<file path="config.mk">
export PLATFORM = sky130hd
export DESIGN_NAME = bmma_ctrl
export DESIGN_NICKNAME = d
export VERILOG_FILES = /design/src/bmma_pkg.sv /design/src/bmma_ctrl.sv
export SDC_FILE = /design/constraint.sdc
export NUM_CORES = 1
export LEC_CHECK = 0
export ABC_AREA = 1
export BUFFER_PORTS_ARGS = -buffer_cell sky130_fd_sc_hd__buf_2
export CORE_MARGIN = 8
export CORE_UTILIZATION = 40
export CTS_CLUSTER_DIAMETER = 200
export DETAILED_ROUTE_END_ITERATION = 8
export HOLD_SLACK_MARGIN = 0.1
export PLACE_DENSITY_LB_ADDON = 0.15
export REMOVE_ABC_BUFFERS = 1
export SLEW_MARGIN = 20
export SYNTH_ARGS = -nofsm -noshare
export SYNTH_HDL_FRONTEND = slang
export SYNTH_SLANG_ARGS = --single-unit
export TNS_END_PERCENT = 1
</file>
<file path="constraint.sdc">
create_clock -name clk -period 2.9 [get_ports clk]
set_input_delay 0.725 -clock clk [delete_from_list [all_inputs] [get_ports clk]]
set_output_delay 0.725 -clock clk [all_outputs]
set_load 0.02 [all_outputs]
</file>
<file path="src/bmma_pkg.sv">
// shared types and constants for the block matrix multiply-accumulate
`default_nettype none
package bmma_pkg;

  // request kinds carried on the input tuser
  typedef enum logic [1:0] {
    OP_LOAD  = 2'd0,
    OP_MAC   = 2'd1,
    OP_READ  = 2'd2,
    OP_CLEAR = 2'd3
  } op_t;

  // controller states
  typedef enum logic [2:0] {
    ST_IDLE,
    ST_MAC_ISSUE,
    ST_MAC_WAIT,
    ST_MAC_WB,
    ST_RD_ISSUE,
    ST_RD_LOAD
  } ctrl_state_t;

  // commands from controller to datapath
  typedef struct packed {
    logic ab_wr;      // write input pair into a and b stores
    logic c_clear;    // invalidate every c entry
    logic ab_rd;      // read one a and one b operand
    logic mac_last;   // operand pair is the last term of the dot product
    logic acc_clear;  // zero the dot product accumulator
    logic c_rd;       // read one c entry
    logic c_rd_seq;   // c read address comes from the read-out counter
    logic c_wr;       // write accumulated sum back to c
    logic out_load;   // load the output register
    logic out_last;   // loaded element ends the read-out run
  } dp_cmd_t;

  // status from datapath to controller
  typedef struct packed {
    logic acc_done;   // last product of a dot product has been added
    logic out_free;   // output register can take a new element
  } dp_sts_t;

  // register map
  localparam logic REG_BLOCK_SIZE = 1'b0;
  localparam logic [3:0] BLOCK_SIZE_RESET = 4'd8;

  // field widths
  localparam int IDX_W  = 6;
  localparam int WORD_W = 32;

endpackage
`default_nettype wire

</file>
<file path="src/bmma_ctrl.sv">
// sequencer for load, multiply-accumulate, read-out and clear requests
`default_nettype none
module bmma_ctrl #(
  parameter int MAX_BLOCK = 8
) (
  input  wire logic                      clk,
  input  wire logic                      rst,
  input  wire logic [$clog2(MAX_BLOCK+1)-1:0] n_act,
  input  wire logic                      in_valid,
  output logic                           in_ready,
  input  wire bmma_pkg::op_t             in_op,
  input  wire bmma_pkg::dp_sts_t         sts,
  output bmma_pkg::dp_cmd_t              cmd,
  output logic [$clog2(MAX_BLOCK+1)-1:0] row,
  output logic [$clog2(MAX_BLOCK+1)-1:0] col,
  output logic [$clog2(MAX_BLOCK+1)-1:0] k,
  output logic [((MAX_BLOCK > 1) ? $clog2(MAX_BLOCK*MAX_BLOCK) : 1)-1:0] item
);

  localparam int CNT_W  = $clog2(MAX_BLOCK + 1);
  localparam int PROD_W = 2 * CNT_W;
  localparam int ITEM_W = (MAX_BLOCK > 1) ? $clog2(MAX_BLOCK * MAX_BLOCK) : 1;

  bmma_pkg::ctrl_state_t state, state_next;

  logic               accept;
  logic [CNT_W-1:0]   n_m1;
  logic [PROD_W-1:0]  total;
  logic               k_end;
  logic               col_end;
  logic               row_end;
  logic               item_end;

  assign accept   = in_valid && in_ready;
  assign n_m1     = n_act - CNT_W'(1);
  assign total    = PROD_W'(n_act) * PROD_W'(n_act);
  assign k_end    = (k == n_m1);
  assign col_end  = (col == n_m1);
  assign row_end  = (row == n_m1);
  assign item_end = ((PROD_W'(item) + PROD_W'(1)) == total);

  // next state
  always_comb begin
    state_next = state;
    unique case (state)
      bmma_pkg::ST_IDLE: begin
        if (accept) begin
          unique case (in_op)
            bmma_pkg::OP_MAC:  state_next = bmma_pkg::ST_MAC_ISSUE;
            bmma_pkg::OP_READ: state_next = bmma_pkg::ST_RD_ISSUE;
            bmma_pkg::OP_LOAD,
            bmma_pkg::OP_CLEAR: state_next = bmma_pkg::ST_IDLE;
          endcase
        end
      end
      bmma_pkg::ST_MAC_ISSUE: begin
        if (k_end) state_next = bmma_pkg::ST_MAC_WAIT;
      end
      bmma_pkg::ST_MAC_WAIT: begin
        if (sts.acc_done) state_next = bmma_pkg::ST_MAC_WB;
      end
      bmma_pkg::ST_MAC_WB: begin
        state_next = (col_end && row_end) ? bmma_pkg::ST_IDLE : bmma_pkg::ST_MAC_ISSUE;
      end
      bmma_pkg::ST_RD_ISSUE: begin
        state_next = bmma_pkg::ST_RD_LOAD;
      end
      bmma_pkg::ST_RD_LOAD: begin
        if (sts.out_free) begin
          state_next = item_end ? bmma_pkg::ST_IDLE : bmma_pkg::ST_RD_ISSUE;
        end
      end
      default: state_next = bmma_pkg::ST_IDLE;
    endcase
  end

  // outputs
  always_comb begin
    cmd      = '0;
    in_ready = 1'b0;
    unique case (state)
      bmma_pkg::ST_IDLE: begin
        in_ready      = 1'b1;
        cmd.acc_clear = 1'b1;
        cmd.ab_wr     = in_valid && (in_op == bmma_pkg::OP_LOAD);
        cmd.c_clear   = in_valid && (in_op == bmma_pkg::OP_CLEAR);
      end
      bmma_pkg::ST_MAC_ISSUE: begin
        cmd.ab_rd    = 1'b1;
        cmd.mac_last = k_end;
        // fetch the old c entry alongside the first term
        cmd.c_rd     = (k == '0);
      end
      bmma_pkg::ST_MAC_WAIT: begin
        cmd = '0;
      end
      bmma_pkg::ST_MAC_WB: begin
        cmd.c_wr      = 1'b1;
        cmd.acc_clear = 1'b1;
      end
      bmma_pkg::ST_RD_ISSUE: begin
        cmd.c_rd     = 1'b1;
        cmd.c_rd_seq = 1'b1;
      end
      bmma_pkg::ST_RD_LOAD: begin
        cmd.out_load = sts.out_free;
        cmd.out_last = item_end;
      end
      default: cmd = '0;
    endcase
  end

  // state register
  always_ff @(posedge clk) begin
    if (rst) begin
      state <= bmma_pkg::ST_IDLE;
    end else begin
      state <= state_next;
    end
  end

  // loop counters
  always_ff @(posedge clk) begin
    if (rst) begin
      row  <= '0;
      col  <= '0;
      k    <= '0;
      item <= '0;
    end else begin
      case (state)
        bmma_pkg::ST_IDLE: begin
          row  <= '0;
          col  <= '0;
          k    <= '0;
          item <= '0;
        end
        bmma_pkg::ST_MAC_ISSUE: begin
          k <= k_end ? '0 : k + CNT_W'(1);
        end
        bmma_pkg::ST_MAC_WB: begin
          if (col_end) begin
            col <= '0;
            row <= row + CNT_W'(1);
          end else begin
            col <= col + CNT_W'(1);
          end
        end
        bmma_pkg::ST_RD_LOAD: begin
          if (sts.out_free && !item_end) begin
            item <= item + ITEM_W'(1);
          end
        end
        default: begin
        end
      endcase
    end
  end

endmodule
`default_nettype wire

</file>
==> metrics.md <==
| Metric | Value |
|---|---|
| Drt wl/cell | about 12 um |
| Hold Path Class | reg -> reg |
| Synth Register Bits | 21 |
| ANT cells | 0 |
| Slew headroom | 0.762 |
| CTS Buf Count | 3 |
| Total grt overflow | 0 |
| Pwr/cell area | 441 mW/mm2 |
| Dpl hpwl | between 3000 and 4000 um |
| Clock root buffer | clkbuf_8 |
| Tcrit/Tclk final | 0.964 |
| Worst Setup Slack, final | roughly 0.10 ns |
| Placed Cells | between 300 and 400 |
| Die width | around 86 um |
| Layout Nets | between 300 and 400 |
| Vias | 1898 |
| Fraction of layout cells with a size suffix above 1 | 0.313 |
| Main flop type after synthesis | dfxtp_1 |
| Drt first pass iters | 4 |
| Worst-skew pair later-pin latency | between 0.2 and 0.3 ns |
| Critical path launch point type | input pin |
| Min cycle time layout | about 2.8 ns |
| Yosys warning count | 0 |
| Crit path max fanout | 6 |
| Rows | 25 |
| Ports | 40 |
| Post-Synthesis Cells | 299 |
| WL final | roughly 4800 um |
| Port buffer count | 39 |
| Total power | between 1 and 1.5 mW |
| Crit path capture type | output port |
| Clock tree buffer depth | 2 |
| Max cap viols | 0 |
| H-tree Lvls | 1 |
| Mapped cell area | slightly below 0.002 mm2 |
| Clk sinks | 21 |
| Final ANT Viol Nets | 0 |
| Total negative slack | 0 ns |
| Achievable frequency | approximately 0.36 GHz |
| Post-place setup slack | about 0.0033 ns |
| Synth area leaders | dfxtp_1 22%, nand2_1 17%, ha_1 7.1% |
| Largest net degree at the start of global routing | 15 |
| Yosys top cell area share | 0.217 |
| Antenna violations before repair | 0 |
| Drt via density | 4.76 |
| Commonest non-fill, non-tap cell in the layout | nand2_1 |
| Area delta synth->final | 20.1% |
| Residual DRC | 0 |
| Vias in the first global route | approximately 1800 |
| Most frequent cells in the layout | 87 x nand2_1, 36 x inv_1, 35 x buf_2 |
| Syn_area_per_cell | approximately 6.5 um2 |
| Worst IR Drop VDD | approximately 0.31 mV |
| Starting Density | 0.412 |
| Post-synth top area cell | dfxtp_1 |
| Core area | roughly 0.0047 mm2 |
| Clock Pin Slew Worst Setup and Hold Paths | 0.09 ns |
| Kind of critical path | in -> out |
| Worst clock skew | between 0.01 and 0.015 ns |
| Lkg Pwr | 1.14 nW |
| Post-synthesis sequential area ratio | 0.217 |
| TritonCTS clock tree | done |
| DIE AREA | around 0.0073 mm2 |
| Asr flop ratio synth | 0 |
| First-pass GRT wire length | approximately 8000 um |
| Slew Limit Fails | 0 |
| Vert. Die Dim | 85.5 um |
| Initial DRC Count | just under 80 |
| Final Setup Violations | 0 |
| GP Congestion | approximately 0.85 |
| Unique masters post-synth | 36 |
| Hold Vio Cnt, Final | 0 |
| Critical path data required time | 2.17 ns |
| Worst-margin pin slew | about 0.36 ns |
| Number of synthesized flops with an enable pin | 0 |
| Status | finished, final reports clean |
| Total GRT Usage | 0.132 |
| WP data arrival | 2.07 ns |
| Final Non-Filler Cells | roughly 400 |
## routing by layer
metal	global-route usage	wire (um)
met5	0	0
met4	0.0334	44
met3	0.0296	191
met2	0.205	1930
met1	0.178	2600
## cell usage after synthesis (3+ instances only)
library cell,count
a21oi_1,14
a21oi_2,4
dfxtp_1,21
ha_1,11
inv_1,36
inv_2,10
nand2_1,87
nand2_2,14
nand3_1,24
nand3_2,4
nand4_1,3
nor2_1,21
nor2_2,7
o21ai_0,4
xnor2_1,6
xor2_1,6
## what timing repair did
| action | in CTS | in global routing |
|---|---|---|
| pin swaps | 0 | 6 |
| buffers inserted | 0 | 1 |
| hold buffers | 0 | 0 |
| endpoints found under the hold margin | 0 | 0 |
| setup endpoints to repair | 1 | 2 |
| resized for setup | 1 | 12 |
## sequential cells by signal, indices dropped and copies added, names as in the netlist
signal / count
k: 4
item: 6
col: 4
row: 4
state: 3
## cells by family after synthesis
| family | Yosys count | share of synthesized area |
|---|---|---|
| buffers and inverters | 50 | 0.105 |
| AND/OR/NAND/NOR | 178 | 0.464 |
| XOR/XNOR | 13 | 0.0628 |
| AO/OA/AOI/OAI | 26 | 0.0790 |
| flip-flops | 21 | 0.217 |
| adder cells (fa/ha/maj) | 11 | 0.0712 |
## area by class of cell
| type | instances | area [um2] |
|---|---|---|
| Inverter | 46 | 173 |
| Clock buffer | 3 | 41.3 |
| Multi-Input combinational cell | 228 | 1350 |
| Timing Repair Buffer | 46 | 262 |
| Sequential cell | 21 | 420 |
| Tap cell | 54 | 67.6 |
| Clock inverter | 1 | 5.00 |
| Fill cell | 492 | 2370 |
## worst max-delay path: stages
cell      delay, ns
clkbuf_4       0.15
ha_2           0.20
ha_2           0.19
inv_1          0.05
nand2_1        0.04
nand2_1        0.08
inv_1          0.05
nand2_1        0.07
nand3_2        0.08
nor2_4         0.13
nand3_4        0.10
nor2_4         0.09
buf_6          0.12
## path summary, 6_finish.rpt
path,cells past startpoint,startpoint,slack (ns),end
worst max-delay path,13,n_act[0],0.10,cmd[0]
worst min-delay path,2,col[3],0.50,col[3]
worst max register to register,13,item[0],0.87,item[4]
worst min register to register,2,col[3],0.50,col[3]
## through the flow
step | utilization | hold slack, ns | area (um2)
after floorplan | - | 0.498 | 1900
after global placement | 0.471 | 0.491 | 2210
after detailed placement | 0.471 | 0.489 | 2210
after CTS | 0.481 | 0.503 | 2260
after global routing | 0.495 | 0.539 | 2320
final | 0.495 | 0.502 | 2320
## report_power, final
| group | internal [mW] | switching (mW) | total (mW) |
|---|---|---|---|
| clock network | 0.0959 | 0.106 | 0.202 |
| registers | 0.311 | 0.0372 | 0.348 |
| logic | 0.156 | 0.320 | 0.476 |
| total | 0.563 | 0.463 | 1.03 |
Power figures use the tool's default switching activity.
